===== config.mk =====
export PLATFORM = sky130hd
export DESIGN_NAME = modbus_rtu_byte_store_slave_core
export DESIGN_NICKNAME = d
export VERILOG_FILES = /design/src/hw/rtl/mrbs_pkg.sv /design/src/hw/rtl/modbus_rtu_byte_store_slave_core.sv /design/src/hw/rtl/mrbs_ram.sv /design/src/hw/rtl/mrbs_datapath.sv /design/src/hw/rtl/mrbs_ctrl.sv
export SDC_FILE = /design/constraint.sdc
export NUM_CORES = 2
export LEC_CHECK = 0
export BUFFER_PORTS_ARGS = -buffer_cell sky130_fd_sc_hd__buf_2
export CORE_MARGIN = 2
export CORE_UTILIZATION = 60
export DETAILED_ROUTE_END_ITERATION = 10
export PLACE_DENSITY = 0.76
export SYNTH_ARGS = -nofsm -noshare
export SYNTH_HDL_FRONTEND = slang
export SYNTH_SLANG_ARGS = --single-unit

===== constraint.sdc =====
create_clock -name clk -period 10 [get_ports clk]
set_input_delay 2.5 -clock clk [delete_from_list [all_inputs] [get_ports clk]]
set_output_delay 2.5 -clock clk [all_outputs]
set_load 0.01 [all_outputs]

===== src/hw/rtl/mrbs_pkg.sv =====
// Shared types, constants and CRC helper for the Modbus-RTU byte store slave.
package mrbs_pkg;

	localparam int STORE_BYTES     = 256;
	localparam int MAX_WRITE_BYTES = 64;
	localparam int MAX_READ_BYTES  = 58;

	localparam int ST_AW = $clog2(STORE_BYTES);
	localparam int FR_AW = $clog2(MAX_WRITE_BYTES);
	localparam int CNT_W = (ST_AW > 7) ? ST_AW : 7;

	localparam logic [7:0]  RESTART_BYTE     = 8'hEA;
	localparam logic [7:0]  CMD_WRITE        = 8'h10;
	localparam logic [7:0]  CMD_READ         = 8'h03;
	localparam logic [7:0]  CMD_IDENT        = 8'h44;
	localparam logic [7:0]  DEV_ADDR_RST     = 8'd85;
	localparam logic [6:0]  WRITE_DATA_START = 7'd7;
	localparam logic [8:0]  WRITE_OVERHEAD   = 9'd9;
	localparam logic [6:0]  READ_FRAME_LEN   = 7'd8;
	localparam logic [15:0] CRC_INIT         = 16'hFFFF;
	localparam logic [15:0] CRC_POLY         = 16'hA001;

	typedef struct packed {
		logic       mode;
		logic [7:0] rx_byte;
		logic       line_error;
	} req_t;

	typedef struct packed {
		logic [7:0] tx_byte;
		logic       last;
		logic       restart_request;
	} rsp_t;

	typedef enum logic [3:0] {
		SEL_RESTART,
		SEL_DEV,
		SEL_HDR,
		SEL_READ_CMD,
		SEL_IDENT_CMD,
		SEL_COUNT,
		SEL_STORE,
		SEL_CRC_LO,
		SEL_CRC_HI
	} out_sel_t;

	typedef struct packed {
		logic             rx_wr;
		logic [6:0]       rx_pos;
		logic             fr_wr;
		logic [FR_AW-1:0] fr_waddr;
		logic             fr_rd;
		logic [FR_AW-1:0] fr_raddr;
		logic             st_rd;
		logic             st_wr;
		logic             st_clr;
		logic [ST_AW-1:0] st_addr;
		logic             out_load;
		out_sel_t         out_sel;
		logic [2:0]       out_hdr_idx;
		logic             out_first;
		logic             out_last;
	} dp_cmd_t;

	typedef struct packed {
		logic       out_free;
		logic       crc_ok;
		logic [7:0] dev_addr;
		logic [7:0] base;
		logic [7:0] wr_count;
		logic [7:0] num_lo;
	} dp_sts_t;

	// CRC-16/Modbus, reflected, one byte
	function automatic logic [15:0] crc_update(input logic [15:0] crc, input logic [7:0] b);
		logic [15:0] c;
		c = crc ^ {8'h00, b};
		for (int k = 0; k < 8; k++) begin
			c = c[0] ? ((c >> 1) ^ CRC_POLY) : (c >> 1);
		end
		return c;
	endfunction

endpackage


===== src/hw/rtl/modbus_rtu_byte_store_slave_core.sv =====
// Top level of the Modbus-RTU byte store slave core.
//
//  channel | signals                        | direction
//  --------+--------------------------------+----------
//  req     | req_valid, req_ready, req      | to core
//  rsp     | rsp_valid, rsp_ready, rsp      | from core
//  cfg     | cfg_we, cfg_wdata              | to core
//
// An identify command byte, or the last byte of a valid write or read frame, starts
// the sequencer: identify reply, store copy then header echo, or read reply.
// Reply bytes go out one per cycle at most, gated by the single reply register.
// After reset the 256-entry store is zeroed one entry per cycle.
// req_ready is low while a reply, copy or clear is in progress or a reply byte waits.
module modbus_rtu_byte_store_slave_core import mrbs_pkg::*; (
	input  logic       clk,
	input  logic       arst_n,
	input  logic       req_valid,
	output logic       req_ready,
	input  req_t       req,
	output logic       rsp_valid,
	input  logic       rsp_ready,
	output rsp_t       rsp,
	input  logic       cfg_we,
	input  logic [7:0] cfg_wdata
);

	dp_cmd_t cmd;
	dp_sts_t sts;

	mrbs_ctrl u_ctrl (
		.clk       (clk),
		.arst_n    (arst_n),
		.req_valid (req_valid),
		.req_ready (req_ready),
		.req       (req),
		.sts       (sts),
		.cmd       (cmd)
	);

	mrbs_datapath u_datapath (
		.clk       (clk),
		.arst_n    (arst_n),
		.cfg_we    (cfg_we),
		.cfg_wdata (cfg_wdata),
		.req       (req),
		.cmd       (cmd),
		.sts       (sts),
		.rsp_valid (rsp_valid),
		.rsp_ready (rsp_ready),
		.rsp       (rsp)
	);

endmodule


===== src/hw/rtl/mrbs_ram.sv =====
// Generic single-write, single-read RAM with registered read data.
module mrbs_ram #(
	parameter int WIDTH = 8,
	parameter int DEPTH = 64
) (
	input  logic                     clk,
	input  logic                     we,
	input  logic [$clog2(DEPTH)-1:0] waddr,
	input  logic [WIDTH-1:0]         wdata,
	input  logic                     re,
	input  logic [$clog2(DEPTH)-1:0] raddr,
	output logic [WIDTH-1:0]         rdata
);

	logic [WIDTH-1:0] mem_q [DEPTH];

	always_ff @(posedge clk) begin
		if (we) begin
			mem_q[waddr] <= wdata;
		end
		if (re) begin
			rdata <= mem_q[raddr];
		end
	end

endmodule


===== src/hw/rtl/mrbs_datapath.sv =====
// Datapath: address register, frame header, CRCs, frame and store RAMs, reply register.
module mrbs_datapath import mrbs_pkg::*; (
	input  logic    clk,
	input  logic    arst_n,
	input  logic    cfg_we,
	input  logic [7:0] cfg_wdata,
	input  req_t    req,
	input  dp_cmd_t cmd,
	output dp_sts_t sts,
	output logic    rsp_valid,
	input  logic    rsp_ready,
	output rsp_t    rsp
);

	logic [7:0]  dev_q;
	logic [7:0]  hdr_q [7];
	logic [7:0]  prev_q;
	logic [15:0] crc_q;
	logic [15:0] crc_m1_q;
	logic [15:0] rcrc_q;
	logic        rsp_valid_q;
	rsp_t        rsp_q;

	logic [7:0]  fr_rdata;
	logic [7:0]  st_rdata;
	logic [7:0]  out_byte;
	logic        out_crc_upd;

	mrbs_ram #(.WIDTH(8), .DEPTH(MAX_WRITE_BYTES)) u_frame_ram (
		.clk   (clk),
		.we    (cmd.fr_wr),
		.waddr (cmd.fr_waddr),
		.wdata (req.rx_byte),
		.re    (cmd.fr_rd),
		.raddr (cmd.fr_raddr),
		.rdata (fr_rdata)
	);

	mrbs_ram #(.WIDTH(8), .DEPTH(STORE_BYTES)) u_store_ram (
		.clk   (clk),
		.we    (cmd.st_wr | cmd.st_clr),
		.waddr (cmd.st_addr),
		.wdata (cmd.st_clr ? 8'h00 : fr_rdata),
		.re    (cmd.st_rd),
		.raddr (cmd.st_addr),
		.rdata (st_rdata)
	);

	always_comb begin
		out_crc_upd = 1'b1;
		unique case (cmd.out_sel)
			SEL_RESTART: begin
				out_byte    = 8'h00;
				out_crc_upd = 1'b0;
			end
			SEL_DEV:       out_byte = dev_q;
			SEL_HDR:       out_byte = hdr_q[cmd.out_hdr_idx];
			SEL_READ_CMD:  out_byte = CMD_READ;
			SEL_IDENT_CMD: out_byte = CMD_IDENT;
			SEL_COUNT:     out_byte = {hdr_q[5][6:0], 1'b0};
			SEL_STORE:     out_byte = st_rdata;
			SEL_CRC_LO: begin
				out_byte    = rcrc_q[7:0];
				out_crc_upd = 1'b0;
			end
			SEL_CRC_HI: begin
				out_byte    = rcrc_q[15:8];
				out_crc_upd = 1'b0;
			end
			default: begin
				out_byte    = 8'h00;
				out_crc_upd = 1'b0;
			end
		endcase
	end

	always_ff @(posedge clk or negedge arst_n) begin
		if (!arst_n) begin
			dev_q       <= DEV_ADDR_RST;
			rsp_valid_q <= 1'b0;
		end else begin
			if (cfg_we) begin
				dev_q <= cfg_wdata;
			end
			if (cmd.out_load) begin
				rsp_valid_q <= 1'b1;
			end else if (rsp_ready) begin
				rsp_valid_q <= 1'b0;
			end
		end
	end

	always_ff @(posedge clk) begin
		if (cmd.rx_wr) begin
			if (cmd.rx_pos < 7'd7) begin
				hdr_q[cmd.rx_pos[2:0]] <= req.rx_byte;
			end
			prev_q   <= req.rx_byte;
			crc_m1_q <= crc_q;
			crc_q    <= crc_update((cmd.rx_pos == 7'd0) ? CRC_INIT : crc_q, req.rx_byte);
		end
		if (cmd.out_load) begin
			rsp_q.tx_byte         <= out_byte;
			rsp_q.last            <= cmd.out_last;
			rsp_q.restart_request <= (cmd.out_sel == SEL_RESTART);
			if (out_crc_upd) begin
				rcrc_q <= crc_update(cmd.out_first ? CRC_INIT : rcrc_q, out_byte);
			end
		end
	end

	// crc_m1_q covers every byte but the last two, which are the received CRC
	assign sts.out_free = !rsp_valid_q || rsp_ready;
	assign sts.crc_ok   = (crc_m1_q == {req.rx_byte, prev_q});
	assign sts.dev_addr = dev_q;
	assign sts.base     = hdr_q[3];
	assign sts.wr_count = hdr_q[6];
	assign sts.num_lo   = hdr_q[5];

	assign rsp_valid = rsp_valid_q;
	assign rsp       = rsp_q;

endmodule


===== src/hw/rtl/mrbs_ctrl.sv =====
// Controller: frame parser and reply/copy/clear sequencer.
module mrbs_ctrl import mrbs_pkg::*; (
	input  logic    clk,
	input  logic    arst_n,
	input  logic    req_valid,
	output logic    req_ready,
	input  req_t    req,
	input  dp_sts_t sts,
	output dp_cmd_t cmd
);

	typedef enum logic [3:0] {
		S_CLEAR,
		S_RX,
		S_ID,
		S_WR_RD,
		S_WR_PUT,
		S_ECHO,
		S_RD_HDR,
		S_RD_REQ,
		S_RD_EMIT,
		S_CRC_LO,
		S_CRC_HI
	} state_t;

	typedef enum logic [1:0] {
		PH_IDLE,
		PH_CMD,
		PH_WRITE,
		PH_READ
	} phase_t;

	state_t           state_q;
	phase_t           phase_q;
	logic [6:0]       idx_q;
	logic [CNT_W-1:0] cnt_q;

	logic             acc;
	logic [6:0]       nidx;
	logic [CNT_W-1:0] cnt_nx;
	logic [8:0]       rd_count;
	logic [8:0]       wr_end;
	logic [8:0]       wr_data_end;
	logic [9:0]       addr_sum;
	logic [9:0]       wr_span;
	logic [9:0]       rd_span;
	logic             wr_count_done;
	logic             rd_count_done;
	logic [6:0]       fr_off;

	assign req_ready     = (state_q == S_RX) && sts.out_free;
	assign acc           = req_valid && req_ready;
	assign nidx          = idx_q + 7'd1;
	assign cnt_nx        = cnt_q + 1'b1;
	assign rd_count      = {sts.num_lo, 1'b0};
	assign wr_end        = {1'b0, sts.wr_count} + WRITE_OVERHEAD;
	assign wr_data_end   = {1'b0, sts.wr_count} + {2'b00, WRITE_DATA_START};
	assign addr_sum      = {2'b00, sts.base} + 10'(cnt_q);
	assign wr_span       = {2'b00, sts.base} + {2'b00, sts.wr_count};
	assign rd_span       = {2'b00, sts.base} + {1'b0, rd_count};
	assign wr_count_done = (10'(cnt_nx) == {2'b00, sts.wr_count});
	assign rd_count_done = (10'(cnt_nx) == {1'b0, rd_count});
	assign fr_off        = idx_q - WRITE_DATA_START;

	always_comb begin
		cmd             = '0;
		cmd.out_sel     = SEL_DEV;
		cmd.rx_pos      = idx_q;
		cmd.fr_waddr    = fr_off[FR_AW-1:0];
		cmd.fr_raddr    = cnt_q[FR_AW-1:0];
		cmd.st_addr     = addr_sum[ST_AW-1:0];
		cmd.out_hdr_idx = cnt_q[2:0];
		unique case (state_q)
			S_CLEAR: begin
				cmd.st_clr  = 1'b1;
				cmd.st_addr = cnt_q[ST_AW-1:0];
			end
			S_RX: begin
				if (acc && !req.mode) begin
					if (phase_q == PH_IDLE) begin
						if (req.rx_byte == RESTART_BYTE) begin
							cmd.out_load = 1'b1;
							cmd.out_sel  = SEL_RESTART;
						end else if (req.rx_byte == sts.dev_addr && !req.line_error) begin
							cmd.rx_wr = 1'b1;
						end
					end else if (!req.line_error) begin
						cmd.rx_wr = 1'b1;
						cmd.fr_wr = (phase_q == PH_WRITE) && (idx_q >= WRITE_DATA_START)
							&& ({2'b00, idx_q} < wr_data_end);
					end
				end
			end
			S_ID: begin
				cmd.out_load  = sts.out_free;
				cmd.out_first = (cnt_q == '0);
				cmd.out_sel   = (cnt_q == CNT_W'(1)) ? SEL_IDENT_CMD : SEL_DEV;
			end
			S_WR_RD: begin
				cmd.fr_rd = 1'b1;
			end
			S_WR_PUT: begin
				cmd.st_wr = 1'b1;
			end
			S_ECHO: begin
				cmd.out_load  = sts.out_free;
				cmd.out_first = (cnt_q == '0);
				cmd.out_sel   = SEL_HDR;
			end
			S_RD_HDR: begin
				cmd.out_load  = sts.out_free;
				cmd.out_first = (cnt_q == '0);
				priority if (cnt_q == '0) begin
					cmd.out_sel = SEL_DEV;
				end else if (cnt_q == CNT_W'(1)) begin
					cmd.out_sel = SEL_READ_CMD;
				end else begin
					cmd.out_sel = SEL_COUNT;
				end
			end
			S_RD_REQ: begin
				cmd.st_rd = 1'b1;
			end
			S_RD_EMIT: begin
				cmd.out_load = sts.out_free;
				cmd.out_sel  = SEL_STORE;
			end
			S_CRC_LO: begin
				cmd.out_load = sts.out_free;
				cmd.out_sel  = SEL_CRC_LO;
			end
			S_CRC_HI: begin
				cmd.out_load = sts.out_free;
				cmd.out_sel  = SEL_CRC_HI;
				cmd.out_last = 1'b1;
			end
			default: ;
		endcase
	end

	always_ff @(posedge clk or negedge arst_n) begin
		if (!arst_n) begin
			state_q <= S_CLEAR;
			phase_q <= PH_IDLE;
			idx_q   <= '0;
			cnt_q   <= '0;
		end else begin
			unique case (state_q)
				S_CLEAR: begin
					cnt_q <= cnt_nx;
					if (cnt_q[ST_AW-1:0] == ST_AW'(STORE_BYTES - 1)) begin
						cnt_q   <= '0;
						state_q <= S_RX;
					end
				end
				S_RX: begin
					if (acc) begin
						cnt_q <= '0;
						priority if (req.mode) begin
							phase_q <= PH_IDLE;
							idx_q   <= '0;
						end else if (phase_q == PH_IDLE) begin
							if (req.rx_byte != RESTART_BYTE && req.rx_byte == sts.dev_addr
								&& !req.line_error) begin
								phase_q <= PH_CMD;
								idx_q   <= 7'd1;
							end
						end else if (req.line_error) begin
							phase_q <= PH_IDLE;
							idx_q   <= '0;
						end else if (phase_q == PH_CMD) begin
							idx_q <= 7'd2;
							priority if (req.rx_byte == CMD_WRITE) begin
								phase_q <= PH_WRITE;
							end else if (req.rx_byte == CMD_READ) begin
								phase_q <= PH_READ;
							end else begin
								phase_q <= PH_IDLE;
								idx_q   <= '0;
								if (req.rx_byte == CMD_IDENT) begin
									state_q <= S_ID;
								end
							end
						end else if (phase_q == PH_WRITE) begin
							idx_q <= nidx;
							if (nidx == WRITE_DATA_START
								&& req.rx_byte > 8'(MAX_WRITE_BYTES)) begin
								phase_q <= PH_IDLE;
								idx_q   <= '0;
							end else if (nidx >= WRITE_DATA_START && {2'b00, nidx} == wr_end) begin
								phase_q <= PH_IDLE;
								idx_q   <= '0;
								if (sts.crc_ok && wr_span <= 10'(STORE_BYTES)) begin
									state_q <= (sts.wr_count == 8'd0) ? S_ECHO : S_WR_RD;
								end
							end
						end else begin
							idx_q <= nidx;
							if (nidx >= READ_FRAME_LEN) begin
								phase_q <= PH_IDLE;
								idx_q   <= '0;
								if (sts.crc_ok && rd_count <= 9'(MAX_READ_BYTES)
									&& rd_span <= 10'(STORE_BYTES)) begin
									state_q <= S_RD_HDR;
								end
							end
						end
					end
				end
				S_ID: begin
					if (sts.out_free) begin
						cnt_q <= cnt_nx;
						if (cnt_q == CNT_W'(2)) begin
							state_q <= S_CRC_LO;
						end
					end
				end
				S_WR_RD: begin
					state_q <= S_WR_PUT;
				end
				S_WR_PUT: begin
					cnt_q   <= cnt_nx;
					state_q <= S_WR_RD;
					if (wr_count_done) begin
						cnt_q   <= '0;
						state_q <= S_ECHO;
					end
				end
				S_ECHO: begin
					if (sts.out_free) begin
						cnt_q <= cnt_nx;
						if (cnt_q == CNT_W'(5)) begin
							state_q <= S_CRC_LO;
						end
					end
				end
				S_RD_HDR: begin
					if (sts.out_free) begin
						cnt_q <= cnt_nx;
						if (cnt_q == CNT_W'(2)) begin
							cnt_q   <= '0;
							state_q <= (rd_count == 9'd0) ? S_CRC_LO : S_RD_REQ;
						end
					end
				end
				S_RD_REQ: begin
					state_q <= S_RD_EMIT;
				end
				S_RD_EMIT: begin
					if (sts.out_free) begin
						cnt_q   <= cnt_nx;
						state_q <= rd_count_done ? S_CRC_LO : S_RD_REQ;
					end
				end
				S_CRC_LO: begin
					if (sts.out_free) begin
						state_q <= S_CRC_HI;
					end
				end
				S_CRC_HI: begin
					if (sts.out_free) begin
						state_q <= S_RX;
					end
				end
				default: state_q <= S_RX;
			endcase
		end
	end

`ifndef SYNTHESIS
	a_load_when_free: assert property (@(posedge clk) disable iff (!arst_n)
		cmd.out_load |-> sts.out_free)
		else $error("reply register loaded while occupied");
	a_no_rx_in_clear: assert property (@(posedge clk) disable iff (!arst_n)
		(state_q == S_CLEAR) |-> !req_ready)
		else $error("request taken during store clear");
	a_store_one_writer: assert property (@(posedge clk) disable iff (!arst_n)
		!(cmd.st_wr && cmd.st_clr) && !(cmd.st_rd && (cmd.st_wr || cmd.st_clr)))
		else $error("store port conflict");
	a_crc_hi_follows_lo: assert property (@(posedge clk) disable iff (!arst_n)
		(state_q == S_CRC_LO && sts.out_free) |=> (state_q == S_CRC_HI))
		else $error("CRC high byte did not follow low byte");
`endif

endmodule

Yosys cells after proc, flatten, opt, wreduce, memory -nomap -nowiden
Memories as Yosys holds them, arrays and structs flattened. A register that Yosys moved wholly into a read port is not among the register bits.
Index checks and enable logic that the tools add are counted.
{"block": "word_totals", "register_bits": 96, "ramBits": 2616, "in_bits": 23, "out_inout_bits": 12, "n_memories": 3}
{"block": "op_classes", "n_addsub": 8, "order_cmp": 9, "n_eq_ne": 60, "muxes": 111, "bitwise_logic": 19, "n_reduce_logical": 35}
{"memory": "u_datapath.u_store_ram.mem_q", "depth": 256, "width": 8, "rd": 1, "rd_clocked_by_memory_dff": 1, "wr": 1, "line": "mrbs_ram.sv:15", "rtl": "logic [WIDTH-1:0] mem_q [DEPTH];"}
{"memory": "u_datapath.u_frame_ram.mem_q", "depth": 64, "width": 8, "rd": 1, "rd_clocked_by_memory_dff": 1, "wr": 1, "line": "mrbs_ram.sv:15"}
{"memory": "u_datapath.hdr_q", "depth": 7, "width": 8, "rd": 4, "rd_clocked_by_memory_dff": 0, "wr": 1, "line": "mrbs_datapath.sv:16", "rtl": "logic [7:0] hdr_q [7];"}
{"op": "$mux 16", "count": 16}
{"op": "$mux 4", "count": 27}
{"op": "$mux 7", "count": 10}
{"op": "$pmux 8 s8", "count": 1}
{"op": "$mux 8", "count": 7}
{"op": "$not 2->3", "count": 16}
{"op": "$pmux 4 s11", "count": 1}
{"op": "$pmux 8 s5", "count": 1}
{"op": "$pmux 5 s7", "count": 1}
{"op": "$eq 4x3->1 const B", "count": 8}
{"op": "$xor 16x8->16", "count": 2}
{"op": "$mux 14", "count": 2}
{"op": "$mux 1", "count": 25}
{"op": "$mux 2", "count": 12}
{"op": "$ne 2x1->1 const B", "count": 12}
{"op": "$reduce_and 22->1", "count": 1}
{"op": "$le 10x9->1 const B", "count": 2}
{"op": "$ne 4x4->1 const B", "count": 5}
{"op": "$eq 16x16->1", "count": 1}
{"op": "$eq 4x2->1 const B", "count": 4}
{"op": "$eq 4x4->1 const B", "count": 4}
{"op": "$eq 8x2->1 const B", "count": 2}
{"op": "$eq 8x8->1", "count": 2}
{"op": "$eq 8x8->1 const B", "count": 2}
{"op": "49 further kinds", "count": 78}

Logic depth before layout (Yosys ltp)
{"block": "depth", "ltp_word": 26, "depth_mapped": 18}

Cells and area by module
Synthesis repeated with hierarchy kept, for this count alone.
{"block": "hier_totals", "hier_cells": 5668, "area_unflattened_um2": 110018.0}
{"mod": "mrbs_ram (u_datapath.u_store_ram)", "n_inst": 1, "cells_each": 3733, "area_per_inst_um2": 79636.4, "seq_area_each_um2": 61739.2}
{"mod": "mrbs_ram (u_datapath.u_frame_ram)", "n_inst": 1, "cells_each": 972, "area_per_inst_um2": 20270.7, "seq_area_each_um2": 15615.0}
{"mod": "mrbs_datapath", "n_inst": 1, "cells_each": 422, "area_per_inst_um2": 6092.1, "seq_area_each_um2": 3893.7}
{"mod": "mrbs_ctrl", "n_inst": 1, "cells_each": 541, "area_per_inst_um2": 4018.9, "seq_area_each_um2": 525.5}

Least setup slack after synthesis
Ideal clock, no wire load.
{"block": "synth_timing", "kind": "reg2reg", "from": "register u_ctrl.state_q[1]", "to": "memory u_datapath.u_store_ram.mem_q[0][0] (data pin)", "setup_time_ns": 1.463, "arrival_ns": 7.217, "required_time_ns": 8.537, "slack_ns": 1.321, "path_stages_with_launch": 6, "path_buffers": 3, "period_less_slack_ns": 8.679, "cell_sequence": "dfrtp_1 -> buf_2 -> nor4_2 -> buf_2 -> buf_1 -> nor2b_1"}
{"block": "synth_via", "elab_chain_len": 3}
{"element": "start, declared", "line": "mrbs_ctrl.sv:33", "rtl": "state_t state_q;"}
{"element": "start signal, assigned", "line": "mrbs_ctrl.sv:194", "rtl": "state_q <= (sts.wr_count == 8'd0) ? S_ECHO : S_WR_RD;"}
{"element": "start signal, assigned", "line": "mrbs_ctrl.sv:242", "rtl": "state_q <= (rd_count == 9'd0) ? S_CRC_LO : S_RD_REQ;"}
{"element": "start signal, assigned", "line": "mrbs_ctrl.sv:252", "rtl": "state_q <= rd_count_done ? S_CRC_LO : S_RD_REQ;"}
{"element": "$logic_not 4->1", "line": "mrbs_ctrl.sv:73", "rtl": "unique case (state_q)"}
{"element": "$mux 9", "line": "mrbs_ctrl.sv:73"}
{"element": "$mux 8", "line": "mrbs_datapath.sv:43", "rtl": ".wdata (cmd.st_clr ? 8'h00 : fr_rdata),"}
{"element": "named net u_datapath.u_store_ram.wdata[0]", "line": "mrbs_ram.sv:9", "rtl": "input logic [WIDTH-1:0] wdata,"}
{"element": "end, declared", "line": "mrbs_ram.sv:15"}
The timed path passes the listed nets, and every way through them passes these cells.

Worst setup path after layout
{"block": "layout_timing", "from": "register u_ctrl.state_q[0]", "to": "register u_datapath.u_store_ram.rdata[0] (read register of u_datapath.u_store_ram.mem_q) (data pin)"}
{"block": "layout_via", "elab_chain_len": 2, "word_cells_on_any_way": 4, "cone_classes": "eq/ne: 1; mux: 2; reduce/logical: 1"}
{"element": "$eq 4x3->1 or $logic_not 4->1 (tied branches)", "line": "mrbs_ctrl.sv:73"}
{"element": "$mux 1 or $mux 9 (tied branches)", "line": "mrbs_ctrl.sv:73"}
{"element": "end, declared", "line": "mrbs_ram.sv:12", "rtl": "output logic [WIDTH-1:0] rdata"}
Parallel ways exist; a longest one is shown, timed or not.
A chain may end at the register's enable or synchronous reset.

==> flow_summary.ini <==
[critical_path]
start_kind = flip-flop
max_stage_delay_ns = 1.12
cp.depth = 12
path_delay_family = compound AO/OA/AOI/OAI gates
reg2reg_depth = 12
cp-end-kind = flip-flop
path_cells = nor4_4 -> buf_4 -> mux2_8 -> buf_4 -> buf_4 -> mux4_2 -> nand2_1 -> and3_1 -> a211oi_1 -> a311oi_1 -> o311ai_0 -> o41a_1
cp_num_buf_inv = 3
worstPathMaxFanout = 48
cpMostUsedCell = buf_4
crit_arrival_ns = 7.08
required_ns = 10.78
slowest_stage = o311ai_0
setup.worst_path.class = reg -> reg

[sta]
final_max_slew_viol_count = 7
max_slew_margin_pct = -2.58
fin_skew_ns = 0.0750
final-hold-violation-count = 0
setup_viol = 0
fin_crit_sh_pct = 63.0
fin_crit_ns = 6.30
setup_tns_ns = 0
rsz0062_at_grt = no
tightestPinTransition_ns = 1.53
max_freq_mhz = 159

[cts]
cts_resized = 0
cts_sinks = 2728
cts_made_buffers = 283
h-tree-depth = 5
cts_tree = yes
clock_path_buffers = 4
clock_latency_ns = 0.93
post_cts_buffers = 0
root_buffer = clkbuf_16
cts.clk_slew.worst_paths_ns = 0.07
cts_hold_buf = 0

[run_status]
violations = max-capacitance violations, max-slew violations
status = complete, but fails checks

[floorplanning]
coreArea_um2 = 181000
floorplan.io_pins = 35
floorplan.initialDensity_pct = 60.6
die_height_um = 432
rows = 156
die_w_um = 432
die_area_um2 = 186000

[placed_design]
gp_congestion = 0.892
hpwl_um = 153000
io_buffers = 34

[synthesis]
yosysTopAreaCell = edfxtp_1
syn_inst = 5743
ys_async_sr_fraction_pct = 1.10
yosysSeqAreaShare_pct = 74.5
synthTopCellsByArea = edfxtp_1 (74%), mux4_2 (14%), nand2_1 (1.9%), nor2_1 (1.4%), xnor2_1 (0.69%)
synth_flop_cell = edfxtp_1
ys_ff_latch = 2728
synth_cell_types = 87
netlist_area_um2 = 110000
syn-num-nets = 5807
syn_avg_cell_area_um2 = 19.1
synth_edf_count = 2698
synth_top_area_share_pct = 73.8
yosys_warnings = 0

[drt]
drc_errors = 0
drtPass1Iterations = 5
finalWirelength_um = 269000
num_vias = 57834
final_antenna_net_count = 0
drt_iter0_drc = 8865
post_drt_wl_per_cell_um = 32.1
routed_via_density = 6.90

[global_routing]
grt_max_degree = 227
overflow = 0
first_global_vias = 56995
antenna_found_initial = 10
grtUsageTotal_pct = 29.1
grt_pass1_wl_um = 392000

[worst_hold_path]
whs_path_depth = 0
worstHoldPathType = reg -> reg

[power_and_ir_drop]
vdd_ir_drop_max_mv = 0.307
p_leak_nw = 38.2
power.density_nw_per_um2 = 307
power_w = 0.0372

[job]
cap_violations = 1

[cells_and_area]
finish.net_count = 5882
drive_gt1_share_pct = 20.8
nFillCells = 11133
area_growth_pct = 10.2
-- worst reg2reg max path, cell delays in order, from the launching register on --
cell and delay, ns:
dfrtp_1 0.62, nor4_4 0.36, buf_4 0.45, mux2_8 0.62, buf_4 0.74, buf_4 0.59
mux4_2 0.30, nand2_1 0.06, and3_1 0.26, a211oi_1 0.59, a311oi_1 0.12, o311ai_0 1.12
o41a_1 0.36
-- cell families after synthesis --
kind of cell	after synthesis	synth area share [%]
flops	2728	74.5
simple gates	1314	5.21
mux	769	14.9
compound gates	376	2.26
buf+inv	374	1.44
xor+xnor	141	1.19
fa+ha+maj	41	0.488
-- synthesized netlist by cell type, types with 15 or more instances --
cell type,n
nand2b_1,23
clkbuf_1,166
edfxtp_1,2698
a31oi_1,33
nand3_1,122
xnor2_1,87
buf_1,58
dfrtp_1,26
mux4_2,688
and3_1,91
nor3_1,25
o21ai_0,102
nand2_1,551
inv_1,28
ha_1,38
mux2i_1,68
nor2_1,418
a211oi_1,48
xor2_1,48
nor2b_1,15
buf_2,116
a21oi_1,63
-- layer usage --
layer | track usage (%) | vias to the layer above | share of wire (%)
li1 | - | 23219 | -
met1 | 42.2 | 29971 | 38
met2 | 44.1 | 4007 | 47
met3 | 7.01 | 627 | 12
met4 | 9.85 | 10 | 3.5
met5 | 0 | - | 0.023
-- state kept, by name (all words and copies together), names as in the netlist --
register                      count
u_datapath.rcrc_q                16
u_datapath.rsp                   10
u_datapath.crc_q                 16
u_datapath.crc_m1_q              16
u_datapath.prev_q                 8
u_datapath.dev_q                  8
u_datapath.u_store_ram.mem_q   2048
u_datapath.u_frame_ram.rdata      8
u_ctrl.idx_q                      7
u_datapath.hdr_q                 56
u_datapath.u_frame_ram.mem_q    512
u_ctrl.cnt_q                      8
u_ctrl.state_q                    4
u_datapath.u_store_ram.rdata      8
u_datapath.rsp_valid              1
u_ctrl.phase_q                    2
-- report_power, final --
part	switching [W]	internal, W	total, W
Sequential	0.000192	0.0141	0.0143
Combinational	0.00821	0.00492	0.0131
Clock	0.00418	0.00555	0.00973
Total	0.0126	0.0246	0.0372
-- worst paths after layout --
path                                                              to                      startpoint  slack, ns
max                        u_datapath.u_store_ram.rdata[0]$_DFFE_PP_   u_ctrl.state_q[0]$_DFFE_PN0P_       3.70
min                                u_datapath.crc_m1_q[11]$_DFFE_PP_  u_datapath.crc_q[11]$_DFFE_PP_       0.43
max reg2reg                u_datapath.u_store_ram.rdata[0]$_DFFE_PP_   u_ctrl.state_q[0]$_DFFE_PN0P_       3.70
min reg2reg                        u_datapath.crc_m1_q[11]$_DFFE_PP_  u_datapath.crc_q[11]$_DFFE_PP_       0.43
max in group asynchronous                u_ctrl.cnt_q[0]$_DFFE_PN0P_                          arst_n       7.84
min in group asynchronous                u_ctrl.cnt_q[1]$_DFFE_PN0P_                          arst_n       1.64
-- layout by cell type (no fill, tap or decap), types with 65 or more instances in the layout --
| cell | n |
|---|---|
| edfxtp_1 | 2698 |
| mux4_2 | 688 |
| nand2_1 | 547 |
| nor2_1 | 417 |
| clkbuf_16 | 291 |
| nand3_1 | 118 |
| o21ai_0 | 102 |
| and3_1 | 90 |
| buf_4 | 90 |
| xnor2_1 | 87 |
| mux2i_1 | 65 |
-- stage by stage --
stage	area, µm²	util (%)	hold slack (ns)	setup WS (ns)	cells
2_1_floorplan	110000	-	0.418	1.32	5743
3_3_place_gp	113000	62.1	0.424	3.26	7903
3_5_place_dp	113000	62.1	0.436	3.21	7903
4_1_cts	121000	66.7	0.422	4.00	8373
5_1_grt	121000	66.7	0.442	3.64	8373
6_report	121000	66.7	0.427	3.70	8382
-- layout make-up --
cell class / instances / area, µm² / share of cell area [%]
repair buffers: 135 / 1070 / 0.882
flip-flops and latches: 2728 / 81800 / 67.7
clock buffers: 352 / 7510 / 6.22
multi-input cells: 2641 / 26600 / 22.0
well taps: 2370 / 2970 / 2.45
clock inverters: 118 / 810 / 0.670
inverters: 29 / 109 / 0.0901
diodes: 9 / 22.5 / 0.0186
(Power assumes the default switching activity.)
